--- src/pdd_pkg.sv ---
`timescale 1ns / 1ps
// Package for the packed date to day number converter.
// Holds field widths, reciprocal constants, the item struct and the calendar tables.
package pdd_pkg;

  localparam int unsigned DateW   = 32;
  localparam int unsigned YearW   = 14;
  localparam int unsigned Dig2W   = 7;
  localparam int unsigned DayNumW = 23;
  localparam int unsigned CountW  = 22;
  localparam int unsigned DoyW    = 9;

  // v / 10000 == (v * Div10kMul) >> Div10kShift for every 32-bit v
  localparam logic [31:0] Div10kMul   = 32'hD1B7_1759;
  localparam int unsigned Div10kShift = 45;
  // x / 100 == (x * Div100Mul) >> Div100Shift for x below 43699
  localparam logic [12:0] Div100Mul   = 13'd5243;
  localparam int unsigned Div100Shift = 19;

  localparam logic [YearW-1:0]   YearMax     = 14'd9999;
  localparam logic [3:0]         MonFeb      = 4'd2;
  localparam logic [3:0]         MonDec      = 4'd12;
  localparam logic [DayNumW-1:0] EpochOffset = 23'd719468;

  // Split fields of one date, handed from the decimal splitter to the day counter
  typedef struct packed {
    logic             year_ok;
    logic             mon_ok;
    logic [YearW-1:0] year;
    logic [Dig2W-1:0] year_hi;  // year / 100
    logic [Dig2W-1:0] year_lo;  // year % 100
    logic [3:0]       month;
    logic [Dig2W-1:0] day;
  } split_t;

  function automatic logic [4:0] month_len(input logic [3:0] m);
    logic [4:0] len;
    case (m)
      4'd1:    len = 5'd31;
      4'd2:    len = 5'd28;
      4'd3:    len = 5'd31;
      4'd4:    len = 5'd30;
      4'd5:    len = 5'd31;
      4'd6:    len = 5'd30;
      4'd7:    len = 5'd31;
      4'd8:    len = 5'd31;
      4'd9:    len = 5'd30;
      4'd10:   len = 5'd31;
      4'd11:   len = 5'd30;
      4'd12:   len = 5'd31;
      default: len = 5'd0;
    endcase
    return len;
  endfunction

  // Days before the first of a month, counting from March
  function automatic logic [DoyW-1:0] doy_base(input logic [3:0] mp);
    logic [DoyW-1:0] base;
    case (mp)
      4'd0:    base = 9'd0;
      4'd1:    base = 9'd31;
      4'd2:    base = 9'd61;
      4'd3:    base = 9'd92;
      4'd4:    base = 9'd122;
      4'd5:    base = 9'd153;
      4'd6:    base = 9'd184;
      4'd7:    base = 9'd214;
      4'd8:    base = 9'd245;
      4'd9:    base = 9'd275;
      4'd10:   base = 9'd306;
      4'd11:   base = 9'd337;
      default: base = 9'd0;
    endcase
    return base;
  endfunction

endpackage

--- src/packed_date_to_day_number.sv ---
`timescale 1ns / 1ps
// Packed YYYYMMDD date to signed day count since 1970-01-01.
// One request per cycle sustained while the output is not stalled,
// set by the seven-stage pipeline with per-stage valid bits and a ready chain.
// A stalled output holds its result while empty stages upstream keep filling.
// Synchronous active-low reset clears the valid bits only. Depends on pdd_pkg.
module packed_date_to_day_number
  import pdd_pkg::*;
(
  input  logic        clk,
  input  logic        rst_n,
  input  logic        in_tvalid,
  output logic        in_tready,
  input  logic [31:0] in_tdata,   // [31:0] packed_date
  output logic        out_tvalid,
  input  logic        out_tready,
  output logic [23:0] out_tdata,  // [22:0] day_number, [23] zero
  output logic [0:0]  out_tuser   // [0] date_ok
);

  logic               mid_valid;
  logic               mid_ready;
  split_t             mid_data;
  logic               res_ok;
  logic [DayNumW-1:0] res_days;

  pdd_split u_split (
    .clk     (clk),
    .rst_n   (rst_n),
    .s_valid (in_tvalid),
    .s_ready (in_tready),
    .s_date  (in_tdata),
    .m_valid (mid_valid),
    .m_ready (mid_ready),
    .m_data  (mid_data)
  );

  pdd_count u_count (
    .clk     (clk),
    .rst_n   (rst_n),
    .s_valid (mid_valid),
    .s_ready (mid_ready),
    .s_data  (mid_data),
    .m_valid (out_tvalid),
    .m_ready (out_tready),
    .m_ok    (res_ok),
    .m_days  (res_days)
  );

  assign out_tdata = {1'b0, res_days};
  assign out_tuser = res_ok;

endmodule

--- src/pdd_split.sv ---
`timescale 1ns / 1ps
// Decimal splitter: YYYYMMDD into year, month and day over four stages.
// Depends on pdd_pkg.
module pdd_split
  import pdd_pkg::*;
(
  input  logic             clk,
  input  logic             rst_n,
  input  logic             s_valid,
  output logic             s_ready,
  input  logic [DateW-1:0] s_date,
  output logic             m_valid,
  input  logic             m_ready,
  output split_t           m_data
);

  localparam int unsigned NStg = 4;

  logic [NStg-1:0] vld_r;
  logic [NStg-1:0] vld_nxt;
  logic [NStg:0]   rdy;

  // stage 1
  logic [18:0]      a_q_r, a_q_nxt;
  logic [DateW-1:0] a_v_r;
  logic [63:0]      a_prod;
  // stage 2
  logic [YearW-1:0] b_r_r, b_r_nxt;
  logic [YearW-1:0] b_y_r;
  logic             b_yok_r, b_yok_nxt;
  logic [32:0]      b_prod;
  logic [DateW-1:0] b_rem;
  // stage 3
  logic [Dig2W-1:0] c_m_r, c_m_nxt;
  logic [Dig2W-1:0] c_yh_r, c_yh_nxt;
  logic [YearW-1:0] c_r_r, c_y_r;
  logic             c_yok_r;
  logic [26:0]      c_mprod, c_yprod;
  // stage 4
  split_t           d_r, d_nxt;
  logic [YearW-1:0] d_day, d_ylo;

  always_comb begin
    rdy[NStg] = m_ready;
    for (int k = NStg - 1; k >= 0; k--) begin
      rdy[k] = !vld_r[k] || rdy[k+1];
    end
    vld_nxt = {vld_r[NStg-2:0], s_valid};
  end

  assign s_ready = rdy[0];
  assign m_valid = vld_r[NStg-1];
  assign m_data  = d_r;

  always_comb begin
    a_prod  = 64'(s_date) * 64'(Div10kMul);
    a_q_nxt = a_prod[Div10kShift +: 19];

    b_prod    = 33'(a_q_r) * 33'd10000;
    b_rem     = a_v_r - b_prod[DateW-1:0];
    b_r_nxt   = b_rem[YearW-1:0];
    b_yok_nxt = (a_q_r != 19'd0) && (a_q_r <= 19'(YearMax));

    c_mprod  = 27'(b_r_r) * 27'(Div100Mul);
    c_yprod  = 27'(b_y_r) * 27'(Div100Mul);
    c_m_nxt  = c_mprod[Div100Shift +: Dig2W];
    c_yh_nxt = c_yprod[Div100Shift +: Dig2W];

    d_day = c_r_r - 14'(c_m_r) * 14'd100;
    d_ylo = c_y_r - 14'(c_yh_r) * 14'd100;
    d_nxt.year_ok = c_yok_r;
    d_nxt.mon_ok  = (c_m_r != 7'd0) && (c_m_r <= 7'(MonDec));
    d_nxt.year    = c_y_r;
    d_nxt.year_hi = c_yh_r;
    d_nxt.year_lo = d_ylo[Dig2W-1:0];
    d_nxt.month   = c_m_r[3:0];
    d_nxt.day     = d_day[Dig2W-1:0];
  end

  always_ff @(posedge clk) begin
    if (!rst_n) begin
      vld_r <= '0;
    end else begin
      for (int k = 0; k < NStg; k++) begin
        if (rdy[k]) begin
          vld_r[k] <= vld_nxt[k];
        end
      end
    end
  end

  always_ff @(posedge clk) begin
    if (rdy[0]) begin
      a_q_r <= a_q_nxt;
      a_v_r <= s_date;
    end
    if (rdy[1]) begin
      b_r_r   <= b_r_nxt;
      b_y_r   <= a_q_r[YearW-1:0];
      b_yok_r <= b_yok_nxt;
    end
    if (rdy[2]) begin
      c_m_r   <= c_m_nxt;
      c_yh_r  <= c_yh_nxt;
      c_r_r   <= b_r_r;
      c_y_r   <= b_y_r;
      c_yok_r <= b_yok_r;
    end
    if (rdy[3]) begin
      d_r <= d_nxt;
    end
  end

endmodule

--- src/pdd_count.sv ---
`timescale 1ns / 1ps
// Day counter: date check and era day count relative to 1970-01-01, three stages.
// Depends on pdd_pkg.
module pdd_count
  import pdd_pkg::*;
(
  input  logic               clk,
  input  logic               rst_n,
  input  logic               s_valid,
  output logic               s_ready,
  input  split_t             s_data,
  output logic               m_valid,
  input  logic               m_ready,
  output logic               m_ok,
  output logic [DayNumW-1:0] m_days
);

  localparam int unsigned NStg = 3;

  logic [NStg-1:0] vld_r;
  logic [NStg-1:0] vld_nxt;
  logic [NStg:0]   rdy;

  // stage 5
  logic             leap;
  logic [4:0]       limit;
  logic [YearW-1:0] shifted;
  logic [3:0]       mp;
  logic [26:0]      sh_prod;
  logic             e_ok_r, e_ok_nxt;
  logic [YearW-1:0] e_s_r;
  logic [Dig2W-1:0] e_sh_r, e_sh_nxt;
  logic [DoyW-1:0]  e_doy_r, e_doy_nxt;
  // stage 6
  logic              f_ok_r;
  logic [CountW-1:0] f_part_r, f_part_nxt;
  logic [DoyW-1:0]   f_doy_r;
  // stage 7
  logic [DayNumW-1:0] g_sum;
  logic               g_ok_r;
  logic [DayNumW-1:0] g_days_r, g_days_nxt;

  always_comb begin
    rdy[NStg] = m_ready;
    for (int k = NStg - 1; k >= 0; k--) begin
      rdy[k] = !vld_r[k] || rdy[k+1];
    end
    vld_nxt = {vld_r[NStg-2:0], s_valid};
  end

  assign s_ready = rdy[0];
  assign m_valid = vld_r[NStg-1];
  assign m_ok    = g_ok_r;
  assign m_days  = g_days_r;

  always_comb begin
    // 400/4/100 rule; y % 4 equals (y % 100) % 4
    leap  = (s_data.year_lo == 7'd0) ? (s_data.year_hi[1:0] == 2'd0)
                                     : (s_data.year_lo[1:0] == 2'd0);
    limit = month_len(s_data.month)
            + 5'((s_data.month == MonFeb) && leap);
    e_ok_nxt = s_data.year_ok && s_data.mon_ok && (s_data.day != 7'd0)
               && (s_data.day <= 7'(limit));

    // year starts in March
    shifted   = (s_data.month <= MonFeb) ? s_data.year - 14'd1 : s_data.year;
    mp        = (s_data.month > MonFeb) ? s_data.month - 4'd3 : s_data.month + 4'd9;
    sh_prod   = 27'(shifted) * 27'(Div100Mul);
    e_sh_nxt  = sh_prod[Div100Shift +: Dig2W];
    e_doy_nxt = doy_base(mp) + 9'(s_data.day) - 9'd1;

    // s*365 + s/4 - s/100 + s/400
    f_part_nxt = 22'(e_s_r) * 22'd365 + 22'(e_s_r >> 2)
                 + 22'(e_sh_r >> 2) - 22'(e_sh_r);

    g_sum      = {1'b0, f_part_r} + 23'(f_doy_r) - EpochOffset;
    g_days_nxt = f_ok_r ? g_sum : '0;
  end

  always_ff @(posedge clk) begin
    if (!rst_n) begin
      vld_r <= '0;
    end else begin
      for (int k = 0; k < NStg; k++) begin
        if (rdy[k]) begin
          vld_r[k] <= vld_nxt[k];
        end
      end
    end
  end

  always_ff @(posedge clk) begin
    if (rdy[0]) begin
      e_ok_r  <= e_ok_nxt;
      e_s_r   <= shifted;
      e_sh_r  <= e_sh_nxt;
      e_doy_r <= e_doy_nxt;
    end
    if (rdy[1]) begin
      f_ok_r   <= e_ok_r;
      f_part_r <= f_part_nxt;
      f_doy_r  <= e_doy_r;
    end
    if (rdy[2]) begin
      g_ok_r   <= f_ok_r;
      g_days_r <= g_days_nxt;
    end
  end

endmodule

--- config.mk ---
export PLATFORM = sky130hd
export DESIGN_NAME = packed_date_to_day_number
export DESIGN_NICKNAME = d
export VERILOG_FILES = /design/src/pdd_pkg.sv /design/src/packed_date_to_day_number.sv /design/src/pdd_split.sv /design/src/pdd_count.sv
export SDC_FILE = /design/constraint.sdc
export NUM_CORES = 2
export LEC_CHECK = 0
export ABC_AREA = 1
export BUFFER_PORTS_ARGS = -buffer_cell sky130_fd_sc_hd__buf_2
export CORE_ASPECT_RATIO = 0.5
export CORE_MARGIN = 2
export CORE_UTILIZATION = 40
export CTS_CLUSTER_SIZE = 14
export DETAILED_ROUTE_END_ITERATION = 10
export GPL_TIMING_DRIVEN = 0
export SLEW_MARGIN = 20
export SYNTH_ARGS = -nofsm -noshare
export SYNTH_HDL_FRONTEND = slang
export SYNTH_HIERARCHICAL = 1
export SYNTH_SLANG_ARGS = --single-unit
--- constraint.sdc ---
create_clock -name clk -period 7.7 [get_ports clk]
set_clock_uncertainty 0.1 [all_clocks]
set_input_delay 0 -clock clk [delete_from_list [all_inputs] [get_ports clk]]
set_output_delay 0 -clock clk [all_outputs]
set_load 0.01 [all_outputs]
[Yosys cells after proc, flatten, opt, wreduce, memory -nomap -nowiden]
Memories as Yosys holds them, arrays and structs flattened. A register that Yosys moved wholly into a read port is not among the register bits.
Index checks and enable logic that the tools add are counted.
Storage, ports and cells
  register bits after elaboration: 228
  ROM bits: 224
  input bits: 36
  logic and storage cells: 93
  memories: 2
Cells by class
  add/subtract/negate cells: 14
  $mul: 8
  order comparisons: 5
  equality and inequality tests: 1
  mux-type cells: 4
  reduce and logical (&&, ||, !) cells: 26
Memories
  (no name shown): depth 16, width 9, read ports 1, clocked after memory_dff 0, wr ports 0, line pdd_pkg.sv:59  | case (mp)
  (no name shown): depth 16, width 5, read ports 1, clocked after memory_dff 1, wr ports 0, line pdd_pkg.sv:38  | case (m)
Operator list (number)
  $mul A14 B13 Y26 const B: 3
  $mul A32 B32 Y64 const B: 1
  $add A22 B9 Y23: 1
  $sub A23 B20 Y23 const B: 1
  $add A22 B12 Y22: 1
  $add A22 B5 Y22: 1
  $mul A14 B9 Y22 const B: 1
  $sub A22 B7 Y22: 1
  $le A19 B14 Y1 const B: 1
  $mul A19 B10 Y10 const B: 1
  $reduce_bool A19 Y1: 1
  $mul A7 B5 Y5 const B: 2
  $mux W14: 1
  $reduce_bool A7 Y1: 2
  $sub A14 B1 Y14 const B: 1
  $sub A14 B14 Y14: 1
  $sub A7 B7 Y7: 2
  $add A9 B7 Y9: 1
  $sub A9 B1 Y9 const B: 1
  $mux W4: 2
  $le A7 B4 Y1 const B: 1
  $le A7 B5 Y1: 1
  $logic_not A1 Y1: 7
  $logic_not A7 Y1: 1
  10 further kinds: 22

[Depth between registers and ports, before layout]
  depth after elaboration: 8
  gate-level depth with buffers: 33
  depth with buffers taken out: 32

[Modules after synthesis]
Netlist, hierarchy kept.
Modules (own cells, without submodules)
  pdd_split: times used 1, cells an instance 3484, area an instance 32292.2 µm², sequential area each 4194.0 µm²
  pdd_count: times used 1, cells an instance 1599, area an instance 13321.5 µm², sequential area each 2672.6 µm²
  packed_date_to_day_number: times used 1, cells an instance 2, area an instance 11.3 µm², sequential area each 0.0 µm²

[Least setup slack after synthesis]
No wires, ideal clock.
  path kind: in2reg
  start point: input in_tdata[11]
  end point: register u_split.a_q_r[8] (data pin)
  library setup time: 0.252 ns
  data arrival time: 5.203 ns
  data required time: 7.348 ns
  slack: 2.145 ns
  stages: 26
  path through: ha_1 xnor2_1 inv_1 ha_1 or2_2 fa_1 fa_1 fa_1 fa_1 fa_1 inv_1 fa_1 inv_1 ha_1 nand2_1 inv_1 nand2_1 nor2_1 inv_1 nor2_1 nand3_1 nand2_1 a21oi_1 nand2_1 nand2_1 nand2_1
Between the ends
  cells in the longest elaborated chain, start to end: 1
RTL lines
  from (decl): line packed_date_to_day_number.sv:14  | input logic [31:0] in_tdata,
  $mul A32 B32 Y64: line pdd_split.sv:56  | a_prod = 64'(s_date) * 64'(Div10kMul);
  via u_split.a_prod[53]: line pdd_split.sv:26  | logic [63:0] a_prod;
  to (signal assigned): line pdd_split.sv:94  | a_q_r <= a_q_nxt;
  to (decl): line pdd_split.sv:24  | logic [18:0] a_q_r, a_q_nxt;
The timed path passes the listed nets, and every way through them passes these cells.
A chain may end at the register's enable or synchronous reset.

[Final worst setup path]
  start point: input in_tdata[9]
  end point: register u_split.a_q_r[18] (data pin)
Same word-level chain as after synthesis.

==> impl_metrics.tcl <==
set metrics [dict create \
    cts_root_buf "clkbuf_16" \
    report.final.slew_viol_count 0 \
    r2r_end "u_count/e_sh_r[6]" \
    fin_nets 6703 \
    dr.pass1.iters 5 \
    row_count 87 \
    htree_levels 1 \
    clk_pin_slew_worst_paths_ns 0.06 \
    gp_congestion 0.9753 \
    setup.worst_path.class "primary input to flip-flop" \
    worstMarginPinSlew_ns 1.102 \
    cts_resized 0 \
    critPathSlowestCell "fa_1" \
    maxCapViolCount 0 \
    die_x_um 479.3 \
    clock.fmax_mhz 145.5 \
    min_period_over_period 0.8928 \
    grt_use_met3 0.01565 \
    drt_wl_total_um 110100 \
    cp_top_family "adder cells" \
    grt_pass1_wl_um 181700 \
    synth.cell_area_um2 45180 \
    cts_tree "yes" \
    io_buffer_count 61 \
    hold_viol_final 0 \
    fill_cells 11050 \
    period_needed_ns 6.875 \
    n_antenna_cell 0 \
    r2r-start "u_split/m_data[9]" \
    critPathBufInv 4 \
    ys_warn_count 6 \
    drtAntennaViolNets 0 \
    cp-start-kind "primary input" \
    max_stage_delay_ns 0.63 \
    core-area_um2 112300 \
    use_met1 0.2670 \
    vias_per_cell 4.805 \
    whs_path_depth 3 \
    syn_avg_cell_area_um2 8.972 \
    worstPathRequired_ns 7.87 \
    startpoint "in_tdata[9]" \
    dp_hpwl_um 97620 \
    crit_path_frequent_cell "fa_1" \
    rsz0062_at_grt "false" \
    synthCells 5035 \
    wire_per_inst_um 16.52 \
    clockBufferDepth 3 \
    r2r_cells 24 \
    grt-ovfl-total 0 \
    clk_latency_ns 0.53 \
    min_from "out_tready" \
    grt_busiest_layer "met2" \
    drt-initial-drc-count 1738 \
    cp_cell_sequence "dlygate4sd3_1, buf_2, ha_1, xnor2_1, inv_1, ha_1, or2_2, fa_1, fa_1, fa_1, fa_1, fa_1, fa_1, ha_1, nand2_1, nor2_1, inv_1, o21ai_0, a21oi_1, nand2_1, nand2_1, nand3_1, nand2_1" \
    outcome "finished, final reports clean" \
    use_met2 0.3389 \
    hp-class "primary input to flip-flop" \
    track_usage 0.1958 \
    cp_max_fo 14 \
    cts_made_buffers 24 \
    antenna_found_initial 0 \
    arrival_ns 7.04 \
    worstHoldEndpoint "u_count/m_days[15]" \
    end_kind "flip-flop" \
    r2r_setup_slack_ns 1.62 \
    syn-num-nets 6599 \
    drc 0 \
    vias 32040 \
    cts_sinks 224 \
    grt_pass1_vias 34740 \
    finalSetupViolCount 0 \
    start_util 0.4021 \
    grt_max_degree 37 \
    setup_tns_ns 0 \
    dieArea_um2 115800 \
    syn_to_final_growth_pct 7.143 \
    io_pins 63 \
    drive_gt1_frac 0.03704 \
    slew_headroom 0.2573 \
    fp.dieH_um 241.6 \
]
per-layer routing:
| metal | wire length [um] | part of all wire |
|---|---|---|
| met1 | 50960 | 0.46 |
| met2 | 52020 | 0.47 |
| met3 | 4339 | 0.039 |
| met4 | 2819 | 0.026 |
| met5 | 0 | 0 |
tightest hold or removal path: stages:
cell	delay (ns)
buf_2	0.09
inv_1	0.05
nand2_2	0.39
worst max path at each step:
stage	endpoint	cells past startpoint
2_1_floorplan	u_split/a_q_r[8]	26
3_3_place_gp	u_split/a_q_r[18]	22
3_5_place_dp	u_split/a_q_r[18]	22
4_1_cts	u_split/a_q_r[18]	23
5_1_grt	u_split/a_q_r[18]	24
6_report	u_split/a_q_r[18]	23
layout by cell type, fill, tap and decap left out, drive strengths merged:
cell type    count
a211oi           2
and3             1
nor4b            1
buf             68
edfxtp         217
o21ai          104
o211ai           9
a21boi           8
a21oi          179
nand2          826
o31ai            2
conb             1
nor2           279
dfxtp            7
dlygate4sd3     16
nand3b           8
nand4           46
a22oi            1
nand3          141
or2             14
inv           1448
xnor2           39
clkinvlp         5
nor3b            1
clkinv           5
bufinv           4
and2             8
a21o            12
ha             832
a31oi            8
nor3            44
o21a             7
xor2            60
clkbuf          29
fa             696
o221ai           2
nor4             5
o21bai          20
a41oi            1
cell type report:
type / instances / area (um2) / share of cell area
Buffer: 7 / 48.80 / 0.001008
Clock buffer: 28 / 646.9 / 0.01336
Clock inverter: 15 / 193.9 / 0.004007
Inverter: 1447 / 5434 / 0.1123
Multi-Input combinational cell: 3357 / 33040 / 0.6827
Sequential cell: 224 / 6656 / 0.1375
Tap cell: 1513 / 1893 / 0.03911
Timing Repair Buffer: 78 / 485.5 / 0.01003
state kept, by name, indices dropped and copies added (netlist names), 3 cells and up:
register / cells
u_split/c_y_r: 14
u_count/f_doy_r: 9
u_split/c_yh_r: 5
u_count/vld_r: 3
u_count/e_s_r: 14
u_count/f_part_r: 22
u_split/a_v_r: 14
u_count/e_doy_r: 9
u_split/c_m_r: 7
u_split/a_q_r: 19
u_split/m_data: 34
u_split/b_y_r: 14
u_split/vld_r: 4
u_split/c_r_r: 7
u_split/b_r_r: 14
u_count/m_days: 23
u_count/e_sh_r: 7
metrics by stage:
step | std cells | area, um2 | hold WS, ns | worst slack, ns | util
after floorplan | 5035 | 45180 | -0.001131 | 2.145 | -
after CTS | 6669 | 48400 | 0.2198 | 0.8415 | 0.4309
after global placement | 6609 | 47370 | 0.2620 | 0.8074 | 0.4217
final | 6669 | 48400 | 0.2349 | 0.8252 | 0.4309
after global routing | 6669 | 48400 | 0.2763 | 0.5559 | 0.4309
after detailed placement | 6610 | 47400 | 0.2706 | 0.8341 | 0.4220
repair_timing:
action | in CTS | in global routing
hold endpoints to repair | 21 | 0
hold buffers | 16 | 0
setup buffers | 0 | 0
Power is not shown: default switching activity piles up to over one toggle a cycle in this logic, so the estimate is an artifact.
